**src/rtl/grb_pkg.sv**
```systemverilog
// ----------------------------------------------------------------------------
// grb_pkg
// Shared types and codes for the glyph run blitter: opcodes, register
// indexes, cursor/glyph state, configuration and frame-buffer write records.
// ----------------------------------------------------------------------------
package grb_pkg;

    localparam int MAX_WRITES = 4;
    localparam int COUNT_W    = 3;
    localparam int ADDR_W     = 12;

    localparam logic [1:0] OP_SET_CURSOR = 2'd0;
    localparam logic [1:0] OP_RAW_WRITE  = 2'd1;
    localparam logic [1:0] OP_GLYPH_BYTE = 2'd2;

    localparam logic [1:0] CFG_INVERT_ENABLE  = 2'd0;
    localparam logic [1:0] CFG_INVERT_MASK    = 2'd1;
    localparam logic [1:0] CFG_BASELINE_SHIFT = 2'd2;

    localparam logic [4:0] RUN_MASK = 5'h1F;

    typedef struct packed {
        logic [3:0] row;
        logic [7:0] column;
        logic       glyph_active;
        logic [4:0] glyph_span;
        logic [2:0] pages_left;
        logic [4:0] bytes_in_page;
        logic [1:0] height_minus_one;
    } cursor_state_t;

    typedef struct packed {
        logic       invert_enable;
        logic [7:0] invert_mask;
        logic [3:0] baseline_shift;
    } blit_cfg_t;

    typedef struct packed {
        logic [ADDR_W-1:0] address;
        logic [7:0]        data;
        logic              in_range;
        logic              last;
    } write_t;

    typedef write_t [MAX_WRITES-1:0] write_vec_t;

endpackage

```
**src/rtl/glyph_run_blitter_top.sv**
```systemverilog
// ----------------------------------------------------------------------------
// glyph_run_blitter_top
// Turns a byte stream of cursor moves, raw bytes and glyph records into
// frame-buffer byte writes.
// ----------------------------------------------------------------------------
// Usage:
//   Input channel (s_*): one request per byte: set cursor, raw byte write or
//   glyph record byte (header or data). Output channel (m_*): one frame-buffer
//   write per beat with address, data, in-range flag and last, where last
//   marks the final write caused by a request.
//   cfg_we/cfg_index/cfg_wdata write invert enable, invert mask and baseline
//   shift; write them only while the block is idle.
//   A request is decoded in the cycle it is accepted; its writes are loaded
//   into a four-entry write buffer and appear on m_* in the cycle after.
//   Throughput: one request per cycle while each request makes at most one
//   write and m_ready is high. A glyph byte closing a page makes two writes
//   and an empty-run header makes one to four; the next request then waits
//   until the buffer is down to its final write. A request causing no write
//   (cursor set, glyph header with nonzero run) leaves the buffer empty.
//   Reset clears the cursor, glyph progress, registers and write buffer.
//   When m_ready is low the current write holds and s_ready stays low while
//   any write is pending.
// ----------------------------------------------------------------------------
module glyph_run_blitter_top #(
    parameter int BUFFER_WIDTH = 128,
    parameter int BUFFER_ROWS  = 16
) (
    input  logic        aclk,
    input  logic        aresetn,

    input  logic        cfg_we,
    input  logic [1:0]  cfg_index,
    input  logic [7:0]  cfg_wdata,

    input  logic        s_valid,
    output logic        s_ready,
    input  logic [1:0]  s_op,
    input  logic [7:0]  s_data_byte,
    input  logic [3:0]  s_cursor_row,
    input  logic [7:0]  s_cursor_column,

    output logic        m_valid,
    input  logic        m_ready,
    output logic [11:0] m_write_address,
    output logic [7:0]  m_write_data,
    output logic        m_in_range,
    output logic        m_last
);

    grb_pkg::cursor_state_t state_reg, state_next, step_state;
    grb_pkg::blit_cfg_t     cfg_reg, cfg_next;
    grb_pkg::write_vec_t    entry_reg, entry_next, step_writes;
    logic [grb_pkg::COUNT_W-1:0] count_reg, count_next, step_count;

    logic accept;
    logic pop;

    grb_step #(
        .BUFFER_WIDTH (BUFFER_WIDTH),
        .BUFFER_ROWS  (BUFFER_ROWS)
    ) u_step (
        .op            (s_op),
        .data_byte     (s_data_byte),
        .cursor_row    (s_cursor_row),
        .cursor_column (s_cursor_column),
        .state_cur     (state_reg),
        .cfg           (cfg_reg),
        .state_nxt     (step_state),
        .writes        (step_writes),
        .write_count   (step_count)
    );

    assign m_valid = (count_reg != '0);
    assign s_ready = (count_reg == '0)
                   || ((count_reg == grb_pkg::COUNT_W'(1)) && m_ready);
    assign accept  = s_valid && s_ready;
    assign pop     = m_valid && m_ready;

    assign m_write_address = entry_reg[0].address;
    assign m_write_data    = entry_reg[0].data;
    assign m_in_range      = entry_reg[0].in_range;
    assign m_last          = entry_reg[0].last;

    always_comb begin
        state_next = state_reg;
        entry_next = entry_reg;
        count_next = count_reg;
        priority if (accept) begin
            state_next = step_state;
            entry_next = step_writes;
            count_next = step_count;
        end else if (pop) begin
            entry_next = entry_reg >> $bits(grb_pkg::write_t);
            count_next = count_reg - grb_pkg::COUNT_W'(1);
        end
    end

    always_comb begin
        cfg_next = cfg_reg;
        if (cfg_we) begin
            unique case (cfg_index)
                grb_pkg::CFG_INVERT_ENABLE:  cfg_next.invert_enable  = cfg_wdata[0];
                grb_pkg::CFG_INVERT_MASK:    cfg_next.invert_mask    = cfg_wdata;
                grb_pkg::CFG_BASELINE_SHIFT: cfg_next.baseline_shift = cfg_wdata[3:0];
                default: begin
                end
            endcase
        end
    end

    always_ff @(posedge aclk) begin
        if (!aresetn) begin
            state_reg <= '0;
            cfg_reg   <= '0;
            count_reg <= '0;
        end else begin
            state_reg <= state_next;
            cfg_reg   <= cfg_next;
            count_reg <= count_next;
        end
    end

    always_ff @(posedge aclk) begin
        entry_reg <= entry_next;
    end

endmodule

```
**src/rtl/grb_step.sv**
```systemverilog
// ----------------------------------------------------------------------------
// grb_step
// Single-pass decode of one request: computes the frame-buffer writes it
// causes (up to four) and the cursor/glyph state that follows it.
// ----------------------------------------------------------------------------
module grb_step #(
    parameter int BUFFER_WIDTH = 128,
    parameter int BUFFER_ROWS  = 16
) (
    input  logic [1:0]             op,
    input  logic [7:0]             data_byte,
    input  logic [3:0]             cursor_row,
    input  logic [7:0]             cursor_column,
    input  grb_pkg::cursor_state_t state_cur,
    input  grb_pkg::blit_cfg_t     cfg,
    output grb_pkg::cursor_state_t state_nxt,
    output grb_pkg::write_vec_t    writes,
    output logic [grb_pkg::COUNT_W-1:0] write_count
);

    localparam logic [grb_pkg::ADDR_W-1:0] WIDTH_A = grb_pkg::ADDR_W'(BUFFER_WIDTH);
    localparam logic [8:0]                 WIDTH_C = 9'(BUFFER_WIDTH);
    localparam logic [4:0]                 ROWS_C  = 5'(BUFFER_ROWS);

    function automatic grb_pkg::write_t make_write(
        input logic [3:0] row,
        input logic [7:0] column,
        input logic [7:0] data,
        input logic       last
    );
        grb_pkg::write_t w;
        w.address  = {{(grb_pkg::ADDR_W-4){1'b0}}, row} * WIDTH_A
                   + {{(grb_pkg::ADDR_W-8){1'b0}}, column};
        w.data     = data;
        w.in_range = ({1'b0, row} < ROWS_C) && ({1'b0, column} < WIDTH_C);
        w.last     = last;
        return w;
    endfunction

    logic [7:0] spacer;
    logic [7:0] shifted;
    logic [7:0] glyph_data;
    logic [4:0] hdr_run;
    logic [1:0] hdr_height;
    logic [4:0] bytes_inc;
    logic [2:0] pages_dec;

    assign spacer     = cfg.invert_enable ? cfg.invert_mask : 8'h00;
    assign shifted    = cfg.baseline_shift[3] ? 8'h00 : (data_byte >> cfg.baseline_shift[2:0]);
    assign glyph_data = cfg.invert_enable ? (~shifted & cfg.invert_mask) : shifted;
    assign hdr_run    = data_byte[4:0] & grb_pkg::RUN_MASK;
    assign hdr_height = data_byte[7:6];
    assign bytes_inc  = state_cur.bytes_in_page + 5'd1;
    assign pages_dec  = state_cur.pages_left - 3'd1;

    always_comb begin
        state_nxt   = state_cur;
        writes      = '0;
        write_count = '0;
        unique case (op)
            grb_pkg::OP_SET_CURSOR: begin
                state_nxt.row    = cursor_row;
                state_nxt.column = cursor_column;
            end
            grb_pkg::OP_RAW_WRITE: begin
                writes[0]        = make_write(state_cur.row, state_cur.column, data_byte, 1'b1);
                write_count      = grb_pkg::COUNT_W'(1);
                state_nxt.column = state_cur.column + 8'd1;
            end
            grb_pkg::OP_GLYPH_BYTE: begin
                if (!state_cur.glyph_active) begin
                    if (hdr_run != 5'd0) begin
                        state_nxt.glyph_active     = 1'b1;
                        state_nxt.glyph_span       = hdr_run;
                        state_nxt.pages_left       = {1'b0, hdr_height} + 3'd1;
                        state_nxt.bytes_in_page    = 5'd0;
                        state_nxt.height_minus_one = hdr_height;
                    end else begin
                        // empty glyph: one spacer per page, same column
                        for (int p = 0; p < grb_pkg::MAX_WRITES; p++) begin
                            if (2'(p) <= hdr_height) begin
                                writes[p] = make_write(state_cur.row + 4'(p), state_cur.column,
                                                       spacer, 2'(p) == hdr_height);
                            end
                        end
                        write_count      = {1'b0, hdr_height} + grb_pkg::COUNT_W'(1);
                        state_nxt.column = state_cur.column + 8'd1;
                    end
                end else begin
                    if (bytes_inc == state_cur.glyph_span) begin
                        writes[0] = make_write(state_cur.row, state_cur.column,
                                               glyph_data, 1'b0);
                        writes[1] = make_write(state_cur.row, state_cur.column + 8'd1,
                                               spacer, 1'b1);
                        write_count             = grb_pkg::COUNT_W'(2);
                        state_nxt.pages_left    = pages_dec;
                        state_nxt.bytes_in_page = 5'd0;
                        if (pages_dec != 3'd0) begin
                            state_nxt.row    = state_cur.row + 4'd1;
                            state_nxt.column = state_cur.column + 8'd1
                                             - {3'b000, state_cur.glyph_span};
                        end else begin
                            state_nxt.row          = state_cur.row
                                                   - {2'b00, state_cur.height_minus_one};
                            state_nxt.column       = state_cur.column + 8'd2;
                            state_nxt.glyph_active = 1'b0;
                        end
                    end else begin
                        writes[0] = make_write(state_cur.row, state_cur.column,
                                               glyph_data, 1'b1);
                        write_count             = grb_pkg::COUNT_W'(1);
                        state_nxt.bytes_in_page = bytes_inc;
                        state_nxt.column        = state_cur.column + 8'd1;
                    end
                end
            end
            default: begin
            end
        endcase
    end

endmodule

```
**config.mk**
```make
export PLATFORM = sky130hd
export DESIGN_NAME = glyph_run_blitter_top
export DESIGN_NICKNAME = d
export VERILOG_FILES = /design/src/rtl/grb_pkg.sv /design/src/rtl/glyph_run_blitter_top.sv /design/src/rtl/grb_step.sv
export SDC_FILE = /design/constraint.sdc
export NUM_CORES = 1
export LEC_CHECK = 0
export BUFFER_PORTS_ARGS = -buffer_cell sky130_fd_sc_hd__buf_2
export CORE_UTILIZATION = 35
export CTS_BUF_LIST = sky130_fd_sc_hd__clkbuf_4 sky130_fd_sc_hd__clkbuf_8
export CTS_CLUSTER_DIAMETER = 150
export CTS_CLUSTER_SIZE = 30
export DETAILED_ROUTE_END_ITERATION = 10
export PLACE_DENSITY = 0.51
export SYNTH_ARGS = -nofsm -noshare
export SYNTH_HDL_FRONTEND = slang
export SYNTH_SLANG_ARGS = --single-unit
```
**constraint.sdc**
```tcl
create_clock -name aclk -period 3.8 [get_ports aclk]
set_input_delay 0.76 -clock aclk [delete_from_list [all_inputs] [get_ports aclk]]
set_output_delay 0.76 -clock aclk [all_outputs]
set_load 0.03 [all_outputs]
```
# ---- Word-level counts from Yosys, hierarchy flattened
# Index checks and enable logic that the tools add are counted.
dict set report op_classes {
  eq_ne 13
  n_lt_le_gt_ge 6
  n_shift 1
  n_reduce_logical 24
  bitwise_logic 3
  mux 36
  addsub 16
}
# cell count
set op_table {}
lappend op_table {{$mux 88} 3}
lappend op_table {{$mux 22} 5}
lappend op_table {{$mux 44} 2}
lappend op_table {{$mux 66} 1}
lappend op_table {{$add 11x8->12} 5}
lappend op_table {{$mux 8} 6}
lappend op_table {{$pmux 22 s2} 1}
lappend op_table {{$pmux 8 s3} 1}
lappend op_table {{$lt 8x8->1 const B} 2}
lappend op_table {{$mux 16} 1}
lappend op_table {{$mux 3} 5}
lappend op_table {{$mux 12} 1}
lappend op_table {{$reduce_and 4->1} 3}
lappend op_table {{$mux 9} 1}
lappend op_table {{$reduce_bool 3->1} 3}
lappend op_table {{$add 4x2->4 const B} 2}
lappend op_table {{$add 8x1->8 const B} 1}
lappend op_table {{$add 8x2->8 const B} 1}
lappend op_table {{$and 8x8->8} 1}
lappend op_table {{$mux 4} 2}
lappend op_table {{$not 8->8} 1}
lappend op_table {{$pmux 4 s2} 1}
lappend op_table {{$reduce_and 2->1} 4}
lappend op_table {{$shr 8x3->8} 1}
lappend op_table {{other kinds (29)} 45}
dict set report totals {
  out_inout_bits 24
  input_bits 37
  ff_bits 132
  elab_cells 126
}

# ---- Depth between registers and ports, before layout
# Gate-level depths: netlist (run 1).
dict set report depth {
  depth_word 8
  depth_mapped 10
  ltp_nobuf 10
}

# ---- By module
# From an unflattened synthesis (run 1), not the netlist that was laid out.
dict set report hier_totals {
  cells_unflattened 929
  hier_area_um2 9066.2
}
# module area_each_um2 cells_each instances seq_area_each_um2
set modules_own_cells {}
lappend modules_own_cells {glyph_run_blitter_top 5739.3 418 1 3523.4}
lappend modules_own_cells {grb_step 3326.9 511 1 0.0}

# ---- Worst setup path before layout (run 1)
# No wires, ideal clock.
dict set report synth_timing {
  path_type {register -> register}
  from {register count_reg[0] in the netlist's numbering}
  to {register count_reg[1] in the netlist's numbering}
  arrival_time_ns 3.159
  required_time_ns 3.705
  n_path_buf 0
  path_slack_ns 0.546
  synth_period_minus_slack_ns 3.254
  setup_ns 0.095
  path_stages_with_launch 8
  cell_sequence {dfxtp_1 -> inv_1 -> ha_1 -> nand2_1 -> mux2i_1 -> inv_1 -> o21ai_0 -> a21oi_1}
}
dict set report synth_via {
  elab_cells_between_ends 11
  cone_classes {add/sub: 1; eq/ne: 1; mux: 2; reduce/logical: 7}
}
# element line
set synth_rtl {}
lappend synth_rtl {{start, declared} glyph_run_blitter_top.sv:53} ;# logic [grb_pkg::COUNT_W-1:0] count_reg, count_next, step_count;
lappend synth_rtl {{start signal, assigned} glyph_run_blitter_top.sv:119} ;# count_reg <= count_next;
lappend synth_rtl {{$reduce_bool 3->1} glyph_run_blitter_top.sv:73} ;# assign m_valid = (count_reg != '0);
lappend synth_rtl {{net m_valid} glyph_run_blitter_top.sv:42} ;# output logic m_valid,
lappend synth_rtl {{$logic_and 1x1->1} glyph_run_blitter_top.sv:77} ;# assign pop = m_valid && m_ready;
lappend synth_rtl {{$reduce_bool 2->1 (no source line)} -}
# The timed path passes the listed nets, and every way through them passes these cells. The select of a mux whose other input is x is not followed.
# A chain may end at the register's enable or synchronous reset.

# ---- Final worst setup path (run 1)
dict set report layout_timing {
  from {register state_reg[18] in the netlist's numbering}
  to {register state_reg[21] in the netlist's numbering}
}
dict set report layout_via {
  elab_chain_len 6
  elab_cells_between_ends 8
  cone_classes {add/sub: 3; mux: 5}
}
# element line
set layout_lines {}
lappend layout_lines {{start, declared} glyph_run_blitter_top.sv:50} ;# grb_pkg::cursor_state_t state_reg, state_next, step_state;
lappend layout_lines {{start signal, assigned} glyph_run_blitter_top.sv:117} ;# state_reg <= state_next;
lappend layout_lines {{$add 8x1->8} -}
lappend layout_lines {{$sub 8x5->8} grb_step.sv:101} ;# - {3'b000, state_cur.glyph_span};
lappend layout_lines {{$mux 12} grb_step.sv:98} ;# if (pages_dec != 3'd0) begin
lappend layout_lines {{$mux 8} grb_step.sv:90} ;# if (bytes_inc == state_cur.glyph_span) begin
lappend layout_lines {{$mux 9} grb_step.sv:71} ;# if (!state_cur.glyph_active) begin
lappend layout_lines {{$pmux 8 s3 (*)} grb_step.sv:60} ;# unique case (op)
# Every way passes the cells marked *; elsewhere a longest branch is shown, timed or not. The select of a mux whose other input is x is not followed.

==> impl_metrics.py, run 1 <==
metrics = {
    "run_status": {
        "status": "finished clean",
    },
    "worst_setup_path": {
        "crit_path_max_incr_delay_ns": 0.58,
        "crit_path_start_kind": "flip-flop",
        "end_kind": "flip-flop",
        "crit_buf_inv": 1,
        "path_max_fanout": 10,
        "path_depth": 11,
        "crit_slowest_cell": "dfxtp_1",
        "path_cells": "ha_1 -> nand2_1 -> xnor2_1 -> buf_4 -> ha_1 -> a21o_1 -> a21oi_1 -> o21ai_0 -> o31ai_1 -> nand3_1 -> a311oi_1",
        "cpMostUsedCell": "ha_1",
        "cp_top_family": "compound AO/OA/AOI/OAI gates",
        "critPathKind": "flip-flop to flip-flop",
        "r2r_cells": 11,
        "required_ns": 4.14,
        "arrival_ns": 3.41,
    },
    "route": {
        "drc": 0,
        "wl_per_cell_um": 19.8,
        "first_pass_iters": 5,
        "routed_wl_mm": 21.8,
        "via_per_inst": 5.54,
        "vias": 6113,
        "final_antenna_net_count": 0,
        "first_iter_violations": 505,
    },
    "floorplan": {
        "ioPinCount": 61,
        "start_util_pct": 35.8,
        "core.rowCount": 54,
        "die_w_um": 152,
        "dieArea_mm2": 0.0230,
        "dieHeight_um": 152,
        "core_area_mm2": 0.0219,
    },
    "clock_network": {
        "worstSkewPairLatency_ns": 0.46,
        "path_clk_slew_ns": 0.08,
        "cts.sinks": 132,
        "cts_setup_buffers": 0,
        "h-tree-depth": 4,
        "clock_path_buffers": 2,
        "cts-hold-fix-buffers": 0,
        "clock-root-buffer": "clkbuf_8",
        "cts_resized": 0,
        "numCtsBuffers": 17,
        "tritoncts": "yes",
    },
    "synth": {
        "syn_area_mm2": 0.00783,
        "synthTopCellsByArea": "edfxtp_1, dfxtp_1, ha_1",
        "synth_seq_cells": 132,
        "syn_inst": 781,
        "synthArstFlopShare_pct": 0,
        "synth_top_cell_area_share_pct": 33.7,
        "yosys.cell_count.top_type": "edfxtp_1",
        "synth_top_flop_cell": "edfxtp_1",
        "synth_cell_types": 76,
        "ys_seq_area_share_pct": 45.0,
        "synth_warnings": 0,
        "synth_edf_count": 88,
        "syn_avg_cell_area_um2": 10.0,
        "synth_nets": 856,
        "post-synth-top-area-cell": "edfxtp_1",
        "synthTopCellsByCount": "edfxtp_1, nand2_1, nor2_1",
    },
    "timing": {
        "final.setup.tns_ns": 0,
        "final-setup-viol-count": 0,
        "hold_viol": 0,
        "final_min_period_over_clock_period_pct": 80.9,
        "rsz0062_at_grt": "false",
        "fmax_ghz": 0.325,
        "slew_headroom_pct": 41.6,
        "fin_crit_ns": 3.07,
        "clock_skew_ns": 0.0136,
        "slew_violations": 0,
        "tightest_slew_ns": 0.874,
    },
    "cells_and_area": {
        "final_cells": 1103,
        "nNetsFinal": 884,
        "largest_reg_flops": 66,
        "fillers": 2207,
        "syn_to_final_growth_pct": 10.7,
        "drive_gt1_share_pct": 16.2,
    },
    "global_routing": {
        "grt-ovfl-total": 0,
        "grt_usage_pct": 20.0,
        "grt_pass1_wl_mm": 34.2,
        "grt_antenna_before_repair": 1,
        "grt_start_max_net_pins": 60,
        "grt_pass1_vias": 5930,
    },
    "placed_design": {
        "gp_congestion": 0.837,
        "io_buffers": 60,
        "hpwlAfterDp_mm": 15.5,
        "dp_cells": 1070,
    },
    "power_and_ir_drop": {
        "p_leak_nw": 3.28,
        "p_per_area_mw_per_mm2": 654,
        "peakVddDrop_mv": 0.294,
    },
    "min_path": {
        "whs_path_depth": 2,
        "hold_path_class": "flip-flop to flip-flop",
    },
    "job": {
        "max_cap_viol_count": 0,
    },
}
## layout make-up
class | instances | area, um2 | area share (%)
Clock buffer | 18 | 248 | 2.86
Sequential cell | 132 | 3520 | 40.6
Timing Repair Buffer | 78 | 448 | 5.16
Inverter | 29 | 110 | 1.27
Antenna cell | 1 | 2.50 | 0.0288
Clock inverter | 14 | 153 | 1.76
Tap cell | 280 | 350 | 4.04
Multi-Input combinational cell | 551 | 3840 | 44.3
## routing by layer
metal | vias up | GRT usage, % | part of all wire [%] | wire [um]
met3 | 29 | 3.59 | 5.2 | 1140
met2 | 163 | 30.6 | 46 | 9930
met5 | - | 0 | 0 | 0
li1 | 2919 | - | - | -
met1 | 3002 | 28.4 | 48 | 10400
met4 | 0 | 6.04 | 1.6 | 358
## power breakdown
part           internal [mW]  switching (mW)  total (mW)
sequential              2.26           0.219        2.47
combinational          0.674            1.31        1.99
clock                  0.607           0.606        1.21
total                   3.54            2.14        5.68
## per-stage QoR
stage | util, % | instance area (um2) | power [mW] | hold WS (ns) | setup slack [ns]
floorplan | - | 7830 | 4.05 | 0.458 | 0.546
global placement | 37.8 | 8270 | 4.48 | 0.511 | 0.819
detailed placement | 37.8 | 8270 | 4.50 | 0.512 | 0.731
CTS | 39.6 | 8670 | 5.73 | 0.520 | 0.719
global route | 39.6 | 8670 | 6.04 | 0.526 | 0.518
finish | 39.6 | 8680 | 5.68 | 0.521 | 0.726
## cells in the final DEF (no fill, tap or decap), drive strengths merged, types with 7 or more instances in the layout
| master | Yosys | final |
|---|---|---|
| mux2i | 37 | 37 |
| a31oi | 7 | 7 |
| o21ai | 61 | 61 |
| a22oi | 10 | 10 |
| nor2 | 61 | 61 |
| a221oi | 8 | 8 |
| a21oi | 30 | 30 |
| clkbuf | 34 | 18 |
| inv | 28 | 30 |
| ha | 36 | 36 |
| a22o | 19 | 19 |
| nand2 | 81 | 81 |
| o31ai | 8 | 8 |
| dfxtp | 44 | 44 |
| edfxtp | 88 | 88 |
| nor2b | 7 | 7 |
| buf | 35 | 78 |
| clkinv | 1 | 8 |
| nor3 | 13 | 13 |
| a32o | 14 | 14 |
| xor2 | 16 | 16 |
| xnor2 | 18 | 18 |
| and2 | 14 | 14 |
| o211ai | 9 | 9 |
| nand3 | 14 | 14 |
| a21o | 9 | 9 |
## tightest hold or removal path, delay by kind of cell (launching register included)
kind / cells / cell delay, ns
AOI/OAI and AO/OA: 1 / 0.06
and+or+nand+nor: 1 / 0.04
DFF: 1 / 0.32
## worst paths after layout
check | to | start | slack [ns]
max | state_reg[21]$_SDFFE_PN0P_ | state_reg[18]$_SDFFE_PN0P_ | 0.73
min | entry_reg[40]$_DFFE_PP_ | entry_reg[62]$_DFFE_PP_ | 0.52
max reg2reg | state_reg[21]$_SDFFE_PN0P_ | state_reg[18]$_SDFFE_PN0P_ | 0.73
min reg2reg | entry_reg[40]$_DFFE_PP_ | entry_reg[62]$_DFFE_PP_ | 0.52
## logic make-up (layout without fill, tap and decap cells)
family,count (synthesis),after routing,share of synthesized area [%]
AOI/OAI and AO/OA,222,222,20.4
and+or+nand+nor,217,217,13.1
DFF,132,132,45.0
buffers and inverters,98,139,6.05
muxes,40,40,5.45
adders and majority gates,38,38,6.26
xor gates and xnor gates,34,34,3.80
other,0,1,0
Power figures use the tool's default switching activity.
==> run 2: changes to the inputs <==
--- a/config.mk
+++ b/config.mk
@@ -11,7 +11,7 @@
 export CTS_CLUSTER_DIAMETER = 150
 export CTS_CLUSTER_SIZE = 30
 export DETAILED_ROUTE_END_ITERATION = 10
-export PLACE_DENSITY = 0.51
+export PLACE_DENSITY = 0.53
 export SYNTH_ARGS = -nofsm -noshare
 export SYNTH_HDL_FRONTEND = slang
 export SYNTH_SLANG_ARGS = --single-unit
==> constraint.sdc (replaced) <==
create_clock -name aclk -period 2.7 [get_ports aclk]
set_input_delay 0.54 -clock aclk [delete_from_list [all_inputs] [get_ports aclk]]
set_output_delay 0.54 -clock aclk [all_outputs]
set_load 0.03 [all_outputs]
==> impl_metrics.py, run 2 (synthesis results as in run 1) <==
metrics = {
    "floorplan": {
        "core_area_mm2": 0.0219,
        "core.rowCount": 54,
        "start_util_pct": 35.8,
        "dieArea_mm2": 0.0230,
        "die_w_um": 152,
        "ioPinCount": 61,
        "dieHeight_um": 152,
    },
    "timing": {
        "slew_violations": 0,
        "slew_headroom_pct": 48.6,
        "fin_hold_ws_ns": 0.315,
        "rsz0062_at_grt": "true",
        "fin_crit_ns": 2.57,
        "hold_viol": 0,
        "layout_setup_ws_ns": 0.134,
        "tightest_slew_ns": 0.770,
        "fmax_ghz": 0.390,
        "clock_skew_ns": 0.0176,
        "final-setup-viol-count": 0,
        "final_min_period_over_clock_period_pct": 95.0,
    },
    "cells_and_area": {
        "nNetsFinal": 927,
        "stdcell_area_mm2": 0.00909,
        "antenna_cells": 0,
        "fin_util_pct": 41.5,
        "drive_gt1_share_pct": 21.2,
        "syn_to_final_growth_pct": 16.0,
        "largest_reg_flops": 66,
        "layout_commonest_cell": "edfxtp_1",
        "fillers": 2214,
        "mostFrequentLayoutCells": "edfxtp_1, nand2_1, nor2_1, buf_2, buf_4",
    },
    "route": {
        "drc": 0,
        "via_per_inst": 5.43,
        "first_pass_iters": 7,
        "first_iter_violations": 651,
        "wl_per_cell_um": 19.3,
        "final_antenna_net_count": 0,
        "routed_wl_mm": 22.1,
        "vias": 6218,
    },
    "job": {
        "max_cap_viol_count": 0,
    },
    "worst_setup_path": {
        "crit_path_max_incr_delay_ns": 0.37,
        "r2r_start": "state_reg[16]$_SDFFE_PN0P_",
        "r2r_cells": 9,
        "r2r_slack_ns": 0.13,
        "end_kind": "flip-flop",
        "path_cells": "buf_4 -> nand2_1 -> buf_4 -> nor2_1 -> xor2_1 -> ha_1 -> ha_1 -> a221o_1 -> a32o_1",
        "arrival_ns": 2.77,
        "crit_path_start_kind": "flip-flop",
        "cp_top_family": "compound AO/OA/AOI/OAI gates",
        "crit_buf_inv": 2,
        "crit_slowest_cell": "dfxtp_1",
        "path_max_fanout": 10,
        "required_ns": 2.90,
        "r2r-end": "entry_reg[41]$_DFFE_PP_",
        "critPathKind": "flip-flop to flip-flop",
    },
    "power_and_ir_drop": {
        "p_leak_nw": 3.51,
        "p_per_area_mw_per_mm2": 914,
        "peakVddDrop_mv": 0.658,
    },
    "min_path": {
        "hold_path_class": "input pin to flip-flop",
        "worstHoldEndpoint": "cfg_reg[8]$_SDFFE_PN0P_",
        "whs_path_depth": 3,
        "hold_path.startpoint": "cfg_wdata[4]",
    },
    "placed_design": {
        "io_buffers": 60,
        "hpwlAfterDp_mm": 15.9,
        "dp_slack_ns": 0.123,
        "place_area_mm2": 0.00869,
        "gp_congestion": 0.884,
    },
    "clock_network": {
        "clock-root-buffer": "clkbuf_8",
        "cts.sinks": 132,
        "h-tree-depth": 4,
        "path_clk_slew_ns": 0.09,
        "numCtsBuffers": 17,
        "clock_path_buffers": 2,
        "worstSkewPairLatency_ns": 0.46,
        "tritoncts": "yes",
        "cts-hold-fix-buffers": 0,
    },
    "global_routing": {
        "grt_start_max_net_pins": 36,
        "grt_pass1_wl_mm": 34.8,
        "grt_pass1_vias": 5911,
        "grt_usage_pct": 20.2,
        "grt_antenna_before_repair": 0,
        "grt-ovfl-total": 0,
    },
    "run_status": {
        "status": "finished clean",
    },
}
-- run 2: cell types whose count changed in the layout (fill, tap and decap cells not counted), moves of 2 or more --
cell	delta
buf_4	+39
buf_12	+4
ha_1	-2
clkbuf_4	+3
-- run 2: how the worst max path moves through the flow --
stage	startpoint	endpoint	slack [ns]	cells after the start
2_1_floorplan	count_reg[1]$_SDFFE_PN0P_	entry_reg[22]$_DFFE_PP_	0.03	5
3_3_place_gp	s_data_byte[4]	state_reg[21]$_SDFFE_PN0P_	0.19	7
3_5_place_dp	state_reg[17]$_SDFFE_PN0P_	state_reg[18]$_SDFFE_PN0P_	0.12	9
4_1_cts	state_reg[17]$_SDFFE_PN0P_	state_reg[18]$_SDFFE_PN0P_	0.11	9
5_1_grt	state_reg[16]$_SDFFE_PN0P_	state_reg[23]$_SDFFE_PN0P_	-0.004	10
6_report	state_reg[16]$_SDFFE_PN0P_	entry_reg[41]$_DFFE_PP_	0.13	9
-- run 2: through the flow --
| stage | instances | setup TNS [ns] | total power, mW |
|---|---|---|---|
| after floorplan | 781 | 0 | 5.78 |
| after global placement | 1113 | 0 | 6.62 |
| after detailed placement | 1113 | 0 | 6.65 |
| after CTS | 1145 | 0 | 8.36 |
| after global routing | 1145 | -0.00358 | 8.81 |
| final | 1145 | 0 | 8.30 |
-- run 2: tightest hold or removal path: cells and delay by family --
| family | cells | cell delay [ns] |
|---|---|---|
| and+or+nand+nor | 1 | 0.07 |
| buffers and inverters | 1 | 0.07 |
| muxes | 1 | 0.05 |
-- run 2: area by class of cell --
type / count / area (um2) / share of cell area, %
inverters: 29 / 113 / 1.24
multi-input cells: 551 / 3890 / 42.8
repair buffers: 121 / 821 / 9.03
flip-flops and latches: 132 / 3520 / 38.8
clock inverters: 12 / 133 / 1.46
clock buffers: 20 / 256 / 2.82
well taps: 280 / 350 / 3.85
-- run 2: what timing repair did --
action,4_1_cts,5_1_grt
setup endpoints to repair,0,3
gates resized for setup,0,3
setup buffers,0,0
-- run 2: layer usage --
metal | track usage, % | part of all wire (%) | up-vias
met1 | 30.0 | 49 | 2986
met2 | 29.7 | 44 | 179
met5 | 0 | 0 | -
met4 | 6.04 | 1.9 | 0
met3 | 3.53 | 4.9 | 35
li1 | - | - | 3018
-- run 2: power breakdown --
group          switching [mW]  leakage [nW]  internal [mW]
Clock                   0.850         0.193          0.852
Sequential              0.255          1.25           3.17
Combinational            2.00          2.06           1.18
